<file path="config.mk">
export PLATFORM = sky130hd
export DESIGN_NAME = bpscb_out_queue
export DESIGN_NICKNAME = d
export VERILOG_FILES = /design/src/hdl/bpscb_pkg.sv /design/src/hdl/bpscb_out_queue.sv
export SDC_FILE = /design/constraint.sdc
export NUM_CORES = 1
export LEC_CHECK = 0
export CAP_MARGIN = 25
export CORE_UTILIZATION = 60
export CTS_CLUSTER_DIAMETER = 100
export DETAILED_ROUTE_END_ITERATION = 16
export DONT_BUFFER_PORTS = 1
export PLACE_DENSITY = 0.74
export SLEW_MARGIN = 10
export SYNTH_ARGS = -nofsm -noshare
export SYNTH_HDL_FRONTEND = slang
export SYNTH_SLANG_ARGS = --single-unit
</file>
<file path="constraint.sdc">
create_clock -name clk_i -period 6.7 [get_ports clk_i]
set_input_delay 0.67 -clock clk_i [delete_from_list [all_inputs] [get_ports clk_i]]
set_output_delay 0.67 -clock clk_i [all_outputs]
set_load 0.05 [all_outputs]
</file>
<file path="src/hdl/bpscb_pkg.sv">
// ---------------------------------------------------------------------------
// bpscb_pkg
// Shared constants, codes and beat types of the SCSI command bridge.
// ---------------------------------------------------------------------------
package bpscb_pkg;

  // Sizing
  localparam int CDB_MAX   = 16;                 // CDB length bound; the 4-bit length field accepts at most 15
  localparam int CDB_DEPTH = 16;                 // CDB store entries
  localparam int CDB_AW    = $clog2(CDB_DEPTH);
  localparam int BUF_DEPTH = 4096;               // data buffer bytes
  localparam int BUF_AW    = $clog2(BUF_DEPTH);

  // Field widths
  localparam int OPCODE_W = 3;
  localparam int REG_W    = 2;
  localparam int BYTE_W   = 8;
  localparam int POS_W    = 20;
  localparam int LEN_W    = 4;
  localparam int CNT_W    = 5;

  localparam logic [POS_W:0]   BUF_DEPTH_EXT = (POS_W+1)'(BUF_DEPTH);
  localparam logic [CNT_W-1:0] CDB_MAX_EXT   = CNT_W'(CDB_MAX);

  // Status byte bits (register 0 read)
  localparam int STAT_BUSY_BIT = 0;
  localparam int STAT_ERR_BIT  = 1;

  typedef enum logic [OPCODE_W-1:0] {
    OP_GUEST_RD  = 3'd0,
    OP_GUEST_WR  = 3'd1,
    OP_BE_BUF_WR = 3'd2,
    OP_BE_BUF_RD = 3'd3,
    OP_BE_CDB_RD = 3'd4,
    OP_FINISH    = 3'd5
  } opcode_e;

  // Guest register map
  localparam logic [REG_W-1:0] REG_CMD   = 2'd0;
  localparam logic [REG_W-1:0] REG_DATA  = 2'd1;
  localparam logic [REG_W-1:0] REG_IDENT = 2'd2;
  localparam logic [REG_W-1:0] REG_COMPL = 2'd3;

  typedef enum logic [6:0] {
    PH_IDLE     = 7'b0000001,
    PH_DIR      = 7'b0000010,
    PH_CDBLEN   = 7'b0000100,
    PH_SIZE_LO  = 7'b0001000,
    PH_SIZE_MID = 7'b0010000,
    PH_CMD      = 7'b0100000,
    PH_READY    = 7'b1000000
  } phase_e;

  typedef struct packed {
    logic [OPCODE_W-1:0] opcode;
    logic [REG_W-1:0]    reg_index;
    logic [BYTE_W-1:0]   data_byte;
    logic [POS_W-1:0]    position;
    logic [BYTE_W-1:0]   completion_code;
  } beat_in_t;

  typedef struct packed {
    logic [BYTE_W-1:0] read_data;
    logic              command_ready;
    logic              busy_res;
    logic              direction;
    logic [BYTE_W-1:0] target_id;
    logic [LEN_W-1:0]  cdb_length;
    logic [POS_W-1:0]  transfer_length;
  } res_t;

  // Result as it leaves the control stage; read_data comes from the
  // data buffer in the following cycle when use_mem is set.
  typedef struct packed {
    res_t res;
    logic use_mem;
  } stage_t;

  typedef struct packed {
    logic              en;
    logic              we;
    logic [BUF_AW-1:0] addr;
    logic [BYTE_W-1:0] wdata;
  } mem_req_t;

endpackage

</file>
<file path="src/hdl/bpscb_out_queue.sv">
// ---------------------------------------------------------------------------
// bpscb_out_queue
// Result stage aligned with the buffer read, then a two-entry result queue.
// ---------------------------------------------------------------------------
module bpscb_out_queue (
  input  logic                      clk_i,
  input  logic                      rst_ni,
  input  logic                      push_i,
  input  bpscb_pkg::stage_t         stage_i,
  input  logic [bpscb_pkg::BYTE_W-1:0] mem_rdata_i,
  input  logic                      pop_ready_i,
  output logic                      can_accept_o,
  output logic                      out_valid_o,
  output bpscb_pkg::res_t           out_res_o
);

  logic              a_vld_q;
  bpscb_pkg::stage_t a_q;
  bpscb_pkg::res_t   a_res;
  bpscb_pkg::res_t   q_mem_q [2];
  logic              wr_ptr_q, rd_ptr_q;
  logic [1:0]        cnt_q, cnt_d;
  logic              pop, full, a_adv;

  always_comb begin
    a_res = a_q.res;
    if (a_q.use_mem) begin
      a_res.read_data = mem_rdata_i;
    end
  end

  assign pop          = (cnt_q != 2'd0) && pop_ready_i;
  assign full         = (cnt_q == 2'd2);
  assign a_adv        = a_vld_q && (!full || pop);
  assign can_accept_o = !a_vld_q || a_adv;
  assign cnt_d        = cnt_q + {1'b0, a_adv} - {1'b0, pop};

  always_ff @(posedge clk_i or negedge rst_ni) begin
    if (!rst_ni) begin
      a_vld_q  <= 1'b0;
      wr_ptr_q <= 1'b0;
      rd_ptr_q <= 1'b0;
      cnt_q    <= 2'd0;
    end else begin
      if (push_i) begin
        a_vld_q <= 1'b1;
      end else if (a_adv) begin
        a_vld_q <= 1'b0;
      end
      if (a_adv) begin
        wr_ptr_q <= ~wr_ptr_q;
      end
      if (pop) begin
        rd_ptr_q <= ~rd_ptr_q;
      end
      cnt_q <= cnt_d;
    end
  end

  always_ff @(posedge clk_i) begin
    if (push_i) begin
      a_q <= stage_i;
    end
    if (a_adv) begin
      q_mem_q[wr_ptr_q] <= a_res;
    end
  end

  assign out_valid_o = (cnt_q != 2'd0);
  assign out_res_o   = q_mem_q[rd_ptr_q];

endmodule

</file>
Word level (Yosys, flattened, before mapping):

Memory sizes are Yosys's and may differ from the RTL's.
Index checks and enable logic that the tools add are counted.
Widths: inputs -> output; s select.

* add/subtract/negate cells: 2
* equal/unequal tests: 1
* muxes and demuxes: 5
* bitwise operators: 2
* reductions and logical operators: 8

Operators with widths (count)
* $mux 8: 1
* $mux 1: 4
* $reduce_bool 2->1: 2
* $add 2x1->2: 1
* $eq 2x2->1 const B: 1
* $logic_and 1x1->1: 2
* $logic_not 1->1: 2
* $logic_or 1x1->1: 2
* $not 1->1: 2
* $sub 2x1->2: 1

* register bits: 49
* bits in writable memories: 86
* memories kept: 1

Memories
* q_mem_q: depth 2, bits a word 43, rd ports 1, clocked after memory_dff 0, write ports 1, RTL line bpscb_out_queue.sv:20 `bpscb_pkg::res_t q_mem_q [2];`

Longest topological paths before layout:

* depth after elaboration: 6
* mapped depth: 7
* depth with buffers taken out: 7

Least setup slack after synthesis:

Ideal clock, no wire load.

* path kind: input to register
* start point: in pop_ready_i
* end point: mem q_mem_q[0][0] in the netlist's numbering (enable)
* arrival: 2.546 ns
* data required time: 6.257 ns
* path slack: 3.711 ns
* cell stages on the path: 2
* path through: nor3b_2 > nor2_1

* longest elaborated chain between the ends: 5

Ends and longest elaborated chain
* start, declared: RTL line bpscb_out_queue.sv:11 `input logic pop_ready_i,`
* $logic_and 1x1->1: RTL line bpscb_out_queue.sv:32 `assign pop = (cnt_q != 2'd0) && pop_ready_i;`
* $logic_or 1x1->1: RTL line bpscb_out_queue.sv:34 `assign a_adv = a_vld_q && (!full || pop);`
* $logic_and 1x1->1: RTL line bpscb_out_queue.sv:34
* $mux 1: RTL line bpscb_out_queue.sv:64 `if (a_adv) begin`
* $mux 1 (not written as such): RTL line bpscb_out_queue.sv:65 `q_mem_q[wr_ptr_q] <= a_res;`
* end, declared: RTL line bpscb_out_queue.sv:20

No other way between the ends.

==> key figures <==
Yosys
  • Yosys warning count: 0
  • Sequential share of the synthesized area: 83.83%
  • Average cell area after synthesis: 22.78 um2
  • Distinct cells, synth: 20
  • Post-Synthesis Cell Area: 4806 um2
  • #FFs+latches synth: 135
  • Syn Nets: 269
  • Cells after Synth: 211

Final layout
  • Area grow syn2layout: 16.12%
  • Design Area, Final: 5580 um2
  • Layout cells sized above 1: 15.42%
  • Final nets: 285

Worst setup path
  • Critical Path Fanout Max: 44
  • Worst r2r src: cnt_q[0]
  • Bufs and invs on worst path: 0
  • CP max stage delay: 1020 ps
  • CP Class: reg2out
  • Crit path launch: rd_ptr_q
  • Critical Path RT: 6030 ps
  • Crit-path cells: mux2_1
  • Crit path arrival time: 2130 ps
  • CP Capture Type: output pin
  • CP Launch Type: flop
  • Top delay family on crit path: flip-flops
  • Slowest library cell on the worst path: dfrtp_2

Power
  • P_sw: 1031 uW
  • Clk pwr share: 33.2%
  • Design Power: 2964 uW
  • Combinational Power Share: 25.2%
  • Internal power: 1933 uW
  • P_leak: 0.001892 uW
  • Sequential power share: 41.6%
  • PD cells: 531.2 nW/um2
  • Switching Fraction: 34.79%
  • Peak supply drop: 287.7 uV

Global route
  • All-Layer GR Usage: 18.34%
  • First-pass GRT wire length: 10,850 um
  • Total gr overflow: 0
  • Antenna violations before repair: 2
  • Largest net degree at the start of global routing: 46
  • Vias in the first global route: 2,077

CTS
  • Root cell of the clock tree: clkbuf_8
  • H-tree levels: 4
  • PostCTS Resize Cnt: 0
  • Clock Tree Buf Depth: 2
  • # clock sinks: 135
  • Postcts setup bufs: 0
  • Clock latency on the worst-skew pair: 490 ps
  • Cts bufs inserted: 17
  • Clock Pin Slew Worst Setup and Hold Paths: 60 ps
  • TritonCTS clock tree: yes

STA
  • FMAX: 0.3575 GHz
  • RSZ-0062 raised after global routing: no
  • Clock Skew: 7.881 ps
  • Final Hold Fails: 0
  • Worst slew pin tran: 997.1 ps
  • Setup TNS: 0 ps
  • Crit path time final: 2797 ps
  • Fin. max-slew vios: 0
  • Rel. slew slack: 33.53%
  • Final Cycle Share: 41.75%
  • Final setup violation count: 0

Floorplan
  • Placeable Area: 7727 um2
  • Initial Utilization: 62.19%
  • Cell Rows: 32
  • Die area: 8371 um2
  • Top Ports: 101
  • Die Width: 91.50 um
  • Chip height: 91.50 um

Status
  • Result of the run: complete, no violations

Drt
  • DRC viols: 0
  • First-pass DRT Iterations: 4
  • Vias: 1,937
  • Iter 0 DRT Violations: 75
  • ANT nets after route: 0
  • Total wire length: 7025 um
  • Vias per Instance: 5.647
  • Routed len/inst: 20.48 um

Place
  • Final GP Congestion: 0.7146
  • I/O Buffers: 0
  • Dpl cell area: 4896 um2

Hold path
  • Hold Path Class: in2reg
  • Hold path start: stage_i[34]

Run
  • Max_cap viols: 0
## cells in the mapped netlist, drive strengths merged
master | number | area, um2
inv | 1 | 3.750
and3 | 1 | 6.260
mux2 | 51 | 574.3
ha | 2 | 25.02
nand2b | 2 | 12.51
a21o | 1 | 7.510
o211ai | 1 | 7.510
edfxtp | 130 | 3904
nand4bb | 1 | 11.26
or2 | 1 | 6.260
nor2 | 1 | 3.750
nor3b | 1 | 12.51
o21a | 1 | 8.760
or3b | 1 | 8.760
buf | 6 | 55.05
xnor2 | 2 | 17.52
nand2 | 2 | 7.510
dfrtp | 5 | 125.1
xor2 | 1 | 8.760
## cells in the final DEF (no fill, tap or decap), types with 2 or more instances in the layout
master / instances
clkbuf_8: 3
mux2_1: 51
clkbuf_16: 16
bufinv_16: 5
xnor2_1: 2
clkinvlp_4: 3
ha_1: 2
dfrtp_1: 4
edfxtp_1: 130
clkbuf_1: 2
nand2_1: 2
nand2b_1: 2
## stage by stage
| stage | worst slack, ps | cells | hold slack [ps] | utilization (%) |
|---|---|---|---|---|
| 2_1_floorplan | 3711 | 211 | 374.4 | - |
| 3_3_place_gp | 4432 | 308 | 374.5 | 63.36 |
| 3_5_place_dp | 4367 | 308 | 374.6 | 63.36 |
| 4_1_cts | 3823 | 341 | 234.8 | 71.83 |
| 5_1_grt | 3770 | 343 | 232.0 | 72.21 |
| 6_report | 3903 | 343 | 266.7 | 72.21 |
## final timing paths
path / to / slack [ps] / cells after the start
setup reg to reg: q_mem_q[1][28] / 4910 / 3
hold reg to reg: q_mem_q[1][30] / 450 / 0
hold / removal: a_q[34] / 270 / 0
max in group asynchronous: rd_ptr_q / 6010 / 1
setup / recovery: out_res_o[30] / 3900 / 1
min in group asynchronous: a_vld_q / 470 / 1
## timing repair
item | 4_1_cts | 5_1_grt
hold endpoints to repair | 5 | 0
endpoints found under the setup margin | 0 | 0
hold buffers | 1 | 0
## power by group through the flow
| stage | combinational, uW | sequential (uW) | clock [uW] |
|---|---|---|---|
| after global placement | 721 | 1230 | 0 |
| after CTS | 740 | 1240 | 1000 |
| after global routing | 773 | 1250 | 1040 |
| final | 748 | 1230 | 984 |
| after floorplan | 739 | 1180 | 0 |
| after detailed placement | 734 | 1250 | 0 |
## logic make-up (layout without fill, tap and decap cells)
kind of cell / Yosys count / count (layout) / synth area share [%]
adders and majority gates: 2 / 2 / 0.5206
xor gates and xnor gates: 3 / 3 / 0.5468
AOI/OAI and AO/OA: 3 / 3 / 0.4948
and+or+nand+nor: 10 / 10 / 1.432
buffers and inverters: 7 / 36 / 1.224
other: 0 / 1 / 0
DFF: 135 / 135 / 83.83
muxes: 51 / 51 / 11.95
## registers in the layout (all words and copies together), names as in the netlist
register / cells
q_mem_q: 86
a_vld_q: 1
a_q: 44
wr_ptr_q: 1
cnt_q: 2
rd_ptr_q: 1
## worst reg2reg max path: cells and delay by family (launching register included)
family                 cells  cell delay, ps
buffers and inverters      1             260
flip-flops                 1             440
AND/OR/NAND/NOR            2             830
## metal layers
layer	GRT usage, %	up-vias	routed length, um
met5	0	-	13
met4	7.143	2	47
met3	9.296	8	559
met2	29.14	75	3597
met1	21.31	983	2807
li1	-	869	-
## layout make-up
cell class                 instances  area, um2
clock inverter                    11      195.2
tap                              102      127.6
inverter                           1      3.754
timing repair buffer               3      45.04
clock buffer                      21      449.2
antenna                            1      2.502
multi-input combinational         69      726.9
sequential                       135       4030
fill                             457       2147
No activity file was read; power rests on OpenSTA's default activity.
