$ cat config.mk
export PLATFORM = sky130hd
export DESIGN_NAME = bpscb_ctrl
export DESIGN_NICKNAME = d
export VERILOG_FILES = /design/src/hdl/bpscb_pkg.sv /design/src/hdl/bpscb_ctrl.sv
export SDC_FILE = /design/constraint.sdc
export NUM_CORES = 1
export LEC_CHECK = 0
export ABC_AREA = 1
export BUFFER_PORTS_ARGS = -buffer_cell sky130_fd_sc_hd__buf_4
export CAP_MARGIN = 40
export CELL_PAD_IN_SITES_DETAIL_PLACEMENT = 1
export CELL_PAD_IN_SITES_GLOBAL_PLACEMENT = 1
export CORE_MARGIN = 1
export CORE_UTILIZATION = 41
export CTS_CLUSTER_DIAMETER = 150
export DETAILED_ROUTE_END_ITERATION = 10
export GPL_TIMING_DRIVEN = 0
export PLACE_DENSITY_LB_ADDON = 0.1
export SLEW_MARGIN = 10
export SYNTH_ARGS = -nofsm -noshare
export SYNTH_HDL_FRONTEND = slang
export SYNTH_SLANG_ARGS = --single-unit
$ cat constraint.sdc
create_clock -name clk_i -period 4.7 [get_ports clk_i]
set_input_delay 0.705 -clock clk_i [delete_from_list [all_inputs] [get_ports clk_i]]
set_output_delay 0.705 -clock clk_i [all_outputs]
set_load 0.01 [all_outputs]
$ cat src/hdl/bpscb_pkg.sv
// ---------------------------------------------------------------------------
// bpscb_pkg
// Shared constants, codes and beat types of the SCSI command bridge.
// ---------------------------------------------------------------------------
package bpscb_pkg;

  // Sizing
  localparam int CDB_MAX   = 16;                 // CDB length bound; the 4-bit length field accepts at most 15
  localparam int CDB_DEPTH = 16;                 // CDB store entries
  localparam int CDB_AW    = $clog2(CDB_DEPTH);
  localparam int BUF_DEPTH = 4096;               // data buffer bytes
  localparam int BUF_AW    = $clog2(BUF_DEPTH);

  // Field widths
  localparam int OPCODE_W = 3;
  localparam int REG_W    = 2;
  localparam int BYTE_W   = 8;
  localparam int POS_W    = 20;
  localparam int LEN_W    = 4;
  localparam int CNT_W    = 5;

  localparam logic [POS_W:0]   BUF_DEPTH_EXT = (POS_W+1)'(BUF_DEPTH);
  localparam logic [CNT_W-1:0] CDB_MAX_EXT   = CNT_W'(CDB_MAX);

  // Status byte bits (register 0 read)
  localparam int STAT_BUSY_BIT = 0;
  localparam int STAT_ERR_BIT  = 1;

  typedef enum logic [OPCODE_W-1:0] {
    OP_GUEST_RD  = 3'd0,
    OP_GUEST_WR  = 3'd1,
    OP_BE_BUF_WR = 3'd2,
    OP_BE_BUF_RD = 3'd3,
    OP_BE_CDB_RD = 3'd4,
    OP_FINISH    = 3'd5
  } opcode_e;

  // Guest register map
  localparam logic [REG_W-1:0] REG_CMD   = 2'd0;
  localparam logic [REG_W-1:0] REG_DATA  = 2'd1;
  localparam logic [REG_W-1:0] REG_IDENT = 2'd2;
  localparam logic [REG_W-1:0] REG_COMPL = 2'd3;

  typedef enum logic [6:0] {
    PH_IDLE     = 7'b0000001,
    PH_DIR      = 7'b0000010,
    PH_CDBLEN   = 7'b0000100,
    PH_SIZE_LO  = 7'b0001000,
    PH_SIZE_MID = 7'b0010000,
    PH_CMD      = 7'b0100000,
    PH_READY    = 7'b1000000
  } phase_e;

  typedef struct packed {
    logic [OPCODE_W-1:0] opcode;
    logic [REG_W-1:0]    reg_index;
    logic [BYTE_W-1:0]   data_byte;
    logic [POS_W-1:0]    position;
    logic [BYTE_W-1:0]   completion_code;
  } beat_in_t;

  typedef struct packed {
    logic [BYTE_W-1:0] read_data;
    logic              command_ready;
    logic              busy_res;
    logic              direction;
    logic [BYTE_W-1:0] target_id;
    logic [LEN_W-1:0]  cdb_length;
    logic [POS_W-1:0]  transfer_length;
  } res_t;

  // Result as it leaves the control stage; read_data comes from the
  // data buffer in the following cycle when use_mem is set.
  typedef struct packed {
    res_t res;
    logic use_mem;
  } stage_t;

  typedef struct packed {
    logic              en;
    logic              we;
    logic [BUF_AW-1:0] addr;
    logic [BYTE_W-1:0] wdata;
  } mem_req_t;

endpackage

$ cat src/hdl/bpscb_ctrl.sv
// ---------------------------------------------------------------------------
// bpscb_ctrl
// Command sequencer, register file and CDB store; issues buffer accesses.
// ---------------------------------------------------------------------------
module bpscb_ctrl (
  input  logic                clk_i,
  input  logic                rst_ni,
  input  logic                accept_i,
  input  bpscb_pkg::beat_in_t beat_i,
  output bpscb_pkg::stage_t   stage_o,
  output bpscb_pkg::mem_req_t mem_req_o
);

  localparam int BW = bpscb_pkg::BYTE_W;
  localparam int PW = bpscb_pkg::POS_W;
  localparam int LW = bpscb_pkg::LEN_W;
  localparam int CW = bpscb_pkg::CNT_W;
  localparam int DEPTH = bpscb_pkg::CDB_DEPTH;
  localparam int CAW = bpscb_pkg::CDB_AW;
  localparam int AW = bpscb_pkg::BUF_AW;

  bpscb_pkg::phase_e phase_q, phase_d;
  logic [BW-1:0]     target_q, target_d;
  logic              dir_q, dir_d;
  logic [LW-1:0]     len_q, len_d;
  logic [CW-1:0]     cnt_q, cnt_d;
  logic [PW-1:0]     left_q, left_d;
  logic [PW-1:0]     pos_q, pos_d;
  logic              busy_q, busy_d;
  logic [BW-1:0]     compl_q, compl_d;
  logic [BW-1:0]     ident_q, ident_d;

  logic [BW-1:0]     cdb_q [DEPTH];
  logic [DEPTH-1:0]  cdb_vld_q;

  logic              do_soft, do_end, cdb_we, cdb_clr;
  logic              use_mem, cmd_rdy;
  logic [BW-1:0]     rd;
  logic [PW-1:0]     sum_mid;
  logic [CW-1:0]     cnt_inc;
  logic [LW-1:0]     len_nib;
  logic [CAW-1:0]    cdb_idx;
  logic              data_rd_ok, buf_in_range, be_in_range;
  bpscb_pkg::mem_req_t mem_req;

  assign sum_mid      = left_q | {4'h0, beat_i.data_byte, 8'h00};
  assign cnt_inc      = cnt_q + CW'(1);
  assign len_nib      = beat_i.data_byte[LW-1:0];
  assign cdb_idx      = beat_i.position[CAW-1:0];
  assign data_rd_ok   = (phase_q == bpscb_pkg::PH_READY) && !dir_q && !busy_q &&
                        (left_q != '0);
  assign buf_in_range = {1'b0, pos_q} < bpscb_pkg::BUF_DEPTH_EXT;
  assign be_in_range  = {1'b0, beat_i.position} < bpscb_pkg::BUF_DEPTH_EXT;

  always_comb begin
    phase_d  = phase_q;
    target_d = target_q;
    dir_d    = dir_q;
    len_d    = len_q;
    cnt_d    = cnt_q;
    left_d   = left_q;
    pos_d    = pos_q;
    busy_d   = busy_q;
    compl_d  = compl_q;
    ident_d  = ident_q;
    do_soft  = 1'b0;
    do_end   = 1'b0;
    cdb_we   = 1'b0;
    use_mem  = 1'b0;
    cmd_rdy  = 1'b0;
    rd       = '0;
    mem_req  = '0;
    mem_req.wdata = beat_i.data_byte;

    if (accept_i) begin
      case (beat_i.opcode)
        bpscb_pkg::OP_GUEST_RD: begin
          case (beat_i.reg_index)
            bpscb_pkg::REG_CMD: begin
              rd[bpscb_pkg::STAT_BUSY_BIT] = busy_q;
              rd[bpscb_pkg::STAT_ERR_BIT]  = (compl_q != '0);
            end
            bpscb_pkg::REG_DATA: begin
              if (data_rd_ok) begin
                if (buf_in_range) begin
                  use_mem      = 1'b1;
                  mem_req.en   = 1'b1;
                  mem_req.addr = pos_q[AW-1:0];
                end
                pos_d  = pos_q + PW'(1);
                left_d = left_q - PW'(1);
                if (left_q == PW'(1)) begin
                  do_end  = 1'b1;
                  compl_d = '0;
                end
              end
            end
            bpscb_pkg::REG_IDENT: rd = ident_q;
            default:              rd = compl_q;
          endcase
        end

        bpscb_pkg::OP_GUEST_WR: begin
          case (beat_i.reg_index)
            bpscb_pkg::REG_CMD: begin
              case (phase_q)
                bpscb_pkg::PH_IDLE: begin
                  target_d = beat_i.data_byte;
                  phase_d  = bpscb_pkg::PH_DIR;
                end
                bpscb_pkg::PH_DIR: begin
                  if (beat_i.data_byte[BW-1:1] != '0) begin
                    do_soft = 1'b1;
                  end else begin
                    dir_d   = beat_i.data_byte[0];
                    phase_d = bpscb_pkg::PH_CDBLEN;
                  end
                end
                bpscb_pkg::PH_CDBLEN: begin
                  if ((len_nib == '0) || ({1'b0, len_nib} > bpscb_pkg::CDB_MAX_EXT)) begin
                    do_soft = 1'b1;
                  end else begin
                    len_d   = len_nib;
                    left_d  = {beat_i.data_byte[BW-1:LW], 16'h0000};
                    phase_d = bpscb_pkg::PH_SIZE_LO;
                  end
                end
                bpscb_pkg::PH_SIZE_LO: begin
                  left_d  = left_q | {12'h000, beat_i.data_byte};
                  phase_d = bpscb_pkg::PH_SIZE_MID;
                end
                bpscb_pkg::PH_SIZE_MID: begin
                  if ({1'b0, sum_mid} > bpscb_pkg::BUF_DEPTH_EXT) begin
                    do_soft = 1'b1;
                  end else begin
                    left_d  = sum_mid;
                    phase_d = bpscb_pkg::PH_CMD;
                  end
                end
                bpscb_pkg::PH_CMD: begin
                  cdb_we = 1'b1;
                  cnt_d  = cnt_inc;
                  if (cnt_inc >= {1'b0, len_q}) begin
                    phase_d = bpscb_pkg::PH_READY;
                    pos_d   = '0;
                    // reads and empty writes go straight to the backend
                    if (!dir_q || (left_q == '0)) begin
                      busy_d  = 1'b1;
                      compl_d = '0;
                      cmd_rdy = 1'b1;
                    end
                  end
                end
                default: ;  // command already ready: ignored
              endcase
            end
            bpscb_pkg::REG_DATA: begin
              if ((phase_q != bpscb_pkg::PH_READY) || !dir_q) begin
                do_soft = 1'b1;
              end else if (left_q != '0) begin
                if (buf_in_range) begin
                  mem_req.en   = 1'b1;
                  mem_req.we   = 1'b1;
                  mem_req.addr = pos_q[AW-1:0];
                end
                pos_d  = pos_q + PW'(1);
                left_d = left_q - PW'(1);
                if (left_q == PW'(1)) begin
                  busy_d  = 1'b1;
                  compl_d = '0;
                  cmd_rdy = 1'b1;
                end
              end
            end
            bpscb_pkg::REG_IDENT: ident_d = beat_i.data_byte;
            default:              do_soft = 1'b1;
          endcase
        end

        bpscb_pkg::OP_BE_BUF_WR: begin
          if (be_in_range) begin
            mem_req.en   = 1'b1;
            mem_req.we   = 1'b1;
            mem_req.addr = beat_i.position[AW-1:0];
          end
        end

        bpscb_pkg::OP_BE_BUF_RD: begin
          if (be_in_range) begin
            use_mem      = 1'b1;
            mem_req.en   = 1'b1;
            mem_req.addr = beat_i.position[AW-1:0];
          end
        end

        bpscb_pkg::OP_BE_CDB_RD: begin
          if ((beat_i.position[PW-1:CAW] == '0) && cdb_vld_q[cdb_idx]) begin
            rd = cdb_q[cdb_idx];
          end
        end

        bpscb_pkg::OP_FINISH: begin
          if (busy_q) begin
            if (dir_q || (left_q == '0)) begin
              do_end = 1'b1;
            end
            compl_d = beat_i.completion_code;
            busy_d  = 1'b0;
          end
        end

        default: ;
      endcase
    end

    if (do_end || do_soft) begin
      phase_d  = bpscb_pkg::PH_IDLE;
      target_d = '0;
      len_d    = '0;
      cnt_d    = '0;
      left_d   = '0;
      pos_d    = '0;
    end
    if (do_soft) begin
      dir_d   = 1'b0;
      busy_d  = 1'b0;
      compl_d = '0;
      ident_d = '0;
    end
  end

  assign cdb_clr = do_end || do_soft;

  always_ff @(posedge clk_i or negedge rst_ni) begin
    if (!rst_ni) begin
      phase_q   <= bpscb_pkg::PH_IDLE;
      target_q  <= '0;
      dir_q     <= 1'b0;
      len_q     <= '0;
      cnt_q     <= '0;
      left_q    <= '0;
      pos_q     <= '0;
      busy_q    <= 1'b0;
      compl_q   <= '0;
      ident_q   <= '0;
      cdb_vld_q <= '0;
    end else begin
      phase_q  <= phase_d;
      target_q <= target_d;
      dir_q    <= dir_d;
      len_q    <= len_d;
      cnt_q    <= cnt_d;
      left_q   <= left_d;
      pos_q    <= pos_d;
      busy_q   <= busy_d;
      compl_q  <= compl_d;
      ident_q  <= ident_d;
      if (cdb_clr) begin
        cdb_vld_q <= '0;
      end else if (cdb_we) begin
        cdb_vld_q[cnt_q[CAW-1:0]] <= 1'b1;
      end
    end
  end

  // CDB bytes; an entry without its valid bit reads as zero
  always_ff @(posedge clk_i) begin
    if (cdb_we) begin
      cdb_q[cnt_q[CAW-1:0]] <= beat_i.data_byte;
    end
  end

  always_comb begin
    stage_o.use_mem             = use_mem;
    stage_o.res.read_data       = rd;
    stage_o.res.command_ready   = cmd_rdy;
    stage_o.res.busy_res        = busy_d;
    stage_o.res.direction       = dir_d;
    stage_o.res.target_id       = target_d;
    stage_o.res.cdb_length      = len_d;
    stage_o.res.transfer_length = pos_d + left_d;
  end

  assign mem_req_o = mem_req;

endmodule

**Word level (Yosys, flattened, before mapping)**

Memory sizes are Yosys's and may differ from the RTL's.
Index checks and enable logic that the tools add are counted.

- Bitwise operators: 3
- Reductions and logical operators: 35
- $add $sub $neg: 4
- Equal/unequal tests: 29
- Order comparisons: 8
- Multiplexer cells: 138

Operator list:

| kind | count |
|---|---|
| $mux 20 | 16 |
| $mux 8 | 22 |
| $pmux 20 s2 | 4 |
| $mux 14 | 6 |
| $pmux 20 s3 | 1 |
| $mux 7 | 8 |
| $mux 12 | 4 |
| $pmux 12 s4 | 1 |
| $mux 1 | 46 |
| $pmux 7 s6 | 1 |
| $lt 20x13->1 const B | 2 |
| $mux 16 | 2 |
| $pmux 8 s2 | 2 |
| $mux 5 | 5 |
| $mux 4 | 6 |
| $pmux 8 s3 | 1 |
| $add 20x1->20 const B | 1 |
| $add 20x20->20 | 1 |
| $eq 20x1->1 const B | 1 |
| $gt 20x13->1 const B | 1 |
| $logic_not 20->1 | 1 |
| $ne 4x4->1 const B | 5 |
| $or 20x16->20 | 1 |
| $or 20x8->20 | 1 |
| other kinds (47) | 78 |

- RAM bits: 128
- Logic and storage cells: 229
- Memories kept: 1
- Bits in registers: 98
- Input port bits: 44

Memory list:

| memory | depth | width | rd ports | clocked after Yosys merged registers in | wr ports | RTL line | source |
|---|---|---|---|---|---|---|---|
| cdb_q | 16 | 8 | 1 | 0 | 1 | bpscb_ctrl.sv:33 | `logic [BW-1:0] cdb_q [DEPTH];` |

**Longest topological paths before layout**

- Word-level depth: 11
- Depth in mapped cells: 28
- Depth with buffers taken out: 27

**Least setup slack after synthesis**

No wires, ideal clock.

- Path type: flip-flop to output port
- From: reg cnt_q[0]
- To: out stage_o[15] (netlist bit)
- Data arrival time: 4.043 ns
- Stages on the path, launching flop included: 24
- Setup slack: -0.048 ns
- Data required time: 3.995 ns
- Cell sequence: dfrtp_1 -> inv_1 -> ha_1 -> ha_1 -> a21boi_0 -> o21ai_0 -> nand2_1 -> nand2_1 -> nand2_1 -> nand2_1 -> nor2_1 -> nor2_1 -> nand2_1 -> a311oi_2 -> ha_1 -> inv_1 -> fa_1 -> o21ai_1 -> a21oi_1 -> o21ai_1 -> a21boi_0 -> o21ai_1 -> a21oi_1 -> xnor2_1

RTL lines:

| what | RTL line | source |
|---|---|---|
| from (decl) | bpscb_ctrl.sv:26 | `logic [CW-1:0] cnt_q, cnt_d;` |
| from (signal assigned) | bpscb_ctrl.sv:252 | `cnt_q <= cnt_d;` |
| to (decl) | bpscb_ctrl.sv:10 | `output bpscb_pkg::stage_t stage_o,` |

==> flow_metrics.tcl <==
set metrics [dict create \
    startpoint_type "primary input" \
    grt_pass1_wl_mm 85.93 \
    post-synth-top-area-fraction_pct 27.84 \
    cp-end-kind "output port" \
    ys_async_sr_fraction_pct 43.36 \
    slowest_delay_ns 0.61 \
    numCtsBuffers 26 \
    rr_endpoint "phase_q[1]" \
    cts_tree "built" \
    min_period_ns 5.366 \
    dp_hpwl_mm 40.94 \
    cts_root_buf "clkbuf_16" \
    power_leakage_nw 7.375 \
    ys.flop_type "edfxtp_1" \
    violations "setup timing" \
    critPathBufInv 6 \
    htree_num_levels 1 \
    dr.pass1.iters 5 \
    drt-wirelength-per-cell_um 24.78 \
    grt_antenna_before_repair 0 \
    max_freq_mhz 186.4 \
    synth_area_um2 13800 \
    grt_max_degree 55 \
    power_per_cell_area_nw_per_um2 377.9 \
    ff2ff_setup_slack_ns 1.99 \
    slew_violations 0 \
    ant_nets 0 \
    numClockSinks 226 \
    yosys.area.top_type "edfxtp_1" \
    synth_edf_count 128 \
    via_per_inst 6.018 \
    cp_top_family "buffers and inverters" \
    synth_area_per_cell_um2 8.130 \
    grt_usage_pct 33.46 \
    holdBufCountCts 0 \
    hold_class "primary input to asynchronous set/reset pin" \
    hold_viol 0 \
    final.setup_skew_ns 0.01610 \
    grt_pass1_vias 14350 \
    setup_viol 17 \
    ys_top_cells_by_area "edfxtp_1 (28%), dfrtp_1 (18%), nand2_1 (9.6%)" \
    start_util_pct 42.00 \
    drc 0 \
    yosysSeqAreaShare_pct 45.62 \
    fin_crit_sh_pct 114.2 \
    syn_nets 1774 \
    via_count 14400 \
    worstSkewPairLatency_ns 0.57 \
    die_width_um 185.5 \
    io_buffer_count 107 \
    synth_cell_types 61 \
    cp.arrival_ns 4.66 \
    syn_to_final_growth_pct 30.93 \
    rsz0062_at_grt "yes" \
    total_power_mw 6.831 \
    fp-row-count 66 \
    worst_slew_pin_slew_ns 0.9403 \
    ir_drop_uv 299.1 \
    overflow 0 \
    outcome "complete, but fails checks" \
    drt_wl_total_mm 59.30 \
    die_y_um 185.5 \
    worst_r2r_path_depth 19 \
    clkSlewWorstSetupHoldPaths_ns 0.07 \
    pin_count 110 \
    path_cells "buf_4 -> buf_1 -> clkbuf_1 -> o21ai_0 -> a41oi_2 -> ha_2 -> inv_2 -> fa_2 -> o21ai_4 -> a21oi_2 -> o21ai_2 -> buf_4 -> nand3_4 -> a21oi_4 -> nor2_2 -> xor2_1 -> buf_4" \
    setup_ws_ns -0.6656 \
    yosys_warnings 0 \
    synth-seq-cells 226 \
    utilization_pct 54.99 \
    fin_nets 2006 \
    drive_above_1_share_pct 26.56 \
    drtIter0Drc 1332 \
    path_common_cell "buf_4" \
    dieArea_um2 34410 \
    slew_headroom_pct 36.83 \
    ys_top_cells_by_count "nand2_1 (354), nor2_1 (184), inv_1 (142)" \
    clock_path_buffers 3 \
    coreArea_um2 32870 \
    yosysMostFrequentCell "nand2_1" \
    tns_ns -6.019 \
    syn_inst 1698 \
    place.gp.congestion 0.9240 \
    maxCapViolCount 0 \
    crit_fanout 10 \
    rr_startpoint "left_q[1]" \
    crit_slowest_cell "clkbuf_1" \
    crit_type "primary input to output port" \
    place_inst 2265 \
    required_ns 3.99 \
    final_cell_count_no_fill 2393 \
]
## cell usage in the layout, fill, tap and decap left out, types with 7 or more instances in the layout
cell type / instances
a21oi_1: 123
buf_4: 209
o21ai_1: 24
clkbuf_16: 27
xor2_1: 34
nor2_4: 20
o22ai_1: 18
o21ai_0: 103
nand3_1: 110
a31oi_2: 7
inv_1: 127
a32o_1: 7
ha_4: 18
a31oi_1: 17
buf_2: 15
a221oi_1: 8
clkbuf_1: 31
a21oi_2: 13
dfrtp_2: 9
nor3_1: 12
nor4_1: 10
clkinv_2: 8
xnor2_1: 11
dfrtp_1: 88
nand4_1: 12
o21ai_2: 11
o221ai_1: 7
inv_2: 18
ha_1: 12
nor2_1: 149
nand2_1: 329
o21a_1: 16
o31ai_1: 7
nor2_2: 30
nand2_2: 23
o211ai_1: 15
nand2_4: 10
edfxtp_1: 128
buf_6: 21
## registers in the layout, summed over array words and instances, names as in the netlist
| name | cells |
|---|---|
| ident_q | 8 |
| cdb_vld_q | 16 |
| left_q | 20 |
| len_q | 4 |
| cnt_q | 5 |
| dir_q | 1 |
| cdb_q | 128 |
| compl_q | 8 |
| phase_q | 7 |
| target_q | 8 |
| pos_q | 20 |
| busy_q | 1 |
## worst reg2reg max path: cells and delay by family, from the launching register on
family,cells,cell delay [ns]
AO/OA/AOI/OAI,1,0.11
adder cells (fa/ha/maj),1,0.15
buffers and inverters,5,0.65
flip-flops,1,0.43
AND/OR/NAND/NOR,12,1.32
## power by group
| part | total, mW | switching (mW) | internal [mW] |
|---|---|---|---|
| Combinational | 2.22 | 1.32 | 0.896 |
| Sequential | 2.42 | 0.186 | 2.23 |
| Clock | 2.19 | 0.919 | 1.27 |
| Total | 6.83 | 2.43 | 4.40 |
## cell type report
| type | instances | area, um^2 |
|---|---|---|
| antenna | 1 | 2.502 |
| inverter | 153 | 601.8 |
| multi-input combinational | 1235 | 7553 |
| timing repair buffer | 208 | 1667 |
| clock buffer | 28 | 679.4 |
| sequential | 226 | 6309 |
| clock inverter | 20 | 232.7 |
| fill | 3938 | 14790 |
| buffer | 80 | 476.7 |
| tap | 442 | 553.0 |
## worst max-delay path by stage
stage / startpoint / end / slack (ns) / cells past startpoint
6_report: beat_i[37] / stage_o[19] / -0.67 / 17
5_1_grt: beat_i[38] / stage_o[18] / -0.77 / 21
4_1_cts: cnt_q[1] / stage_o[19] / -0.59 / 25
3_5_place_dp: beat_i[38] / stage_o[18] / -1.27 / 21
3_3_place_gp: beat_i[38] / stage_o[20] / -1.58 / 20
2_1_floorplan: cnt_q[0] / stage_o[15] / 0.03 / 23
## metrics by stage
stage | hold WS (ns) | setup WS [ns] | instance area, um^2
floorplan | 0.4094 | 0.02564 | 13810
global placement | 0.4646 | -1.577 | 15160
detailed placement | 0.4679 | -1.266 | 15340
CTS | 0.1048 | -0.5937 | 17090
global route | 0.1143 | -0.7678 | 18070
finish | 0.08655 | -0.6656 | 18070
## kinds of logic after synthesis
kind of cell             Yosys count  synth area share [%]
multiplexers                       4                0.3082
flip-flops                       226                 45.62
AO/OA/AOI/OAI                    417                 17.67
buffers and inverters            237                 7.378
XOR/XNOR                          49                 3.109
adder cells (fa/ha/maj)           32                 2.955
AND/OR/NAND/NOR                  733                 22.96
## metal layers
layer / track usage (%) / routed length, um / up-vias
met5: 0 / 0 / -
met1: 48.60 / 25590 / 7156
met2: 50.13 / 25700 / 791
li1: - / - / 6299
met4: 10.71 / 1950 / 0
met3: 6.065 / 6061 / 155
## repair_timing
| action | in CTS | in global routing |
|---|---|---|
| pin swaps | 35 | 81 |
| endpoints found under the setup margin | 19 | 18 |
| setup buffers | 46 | 40 |
| gates resized for setup | 125 | 160 |
(Power assumes the default switching activity.)
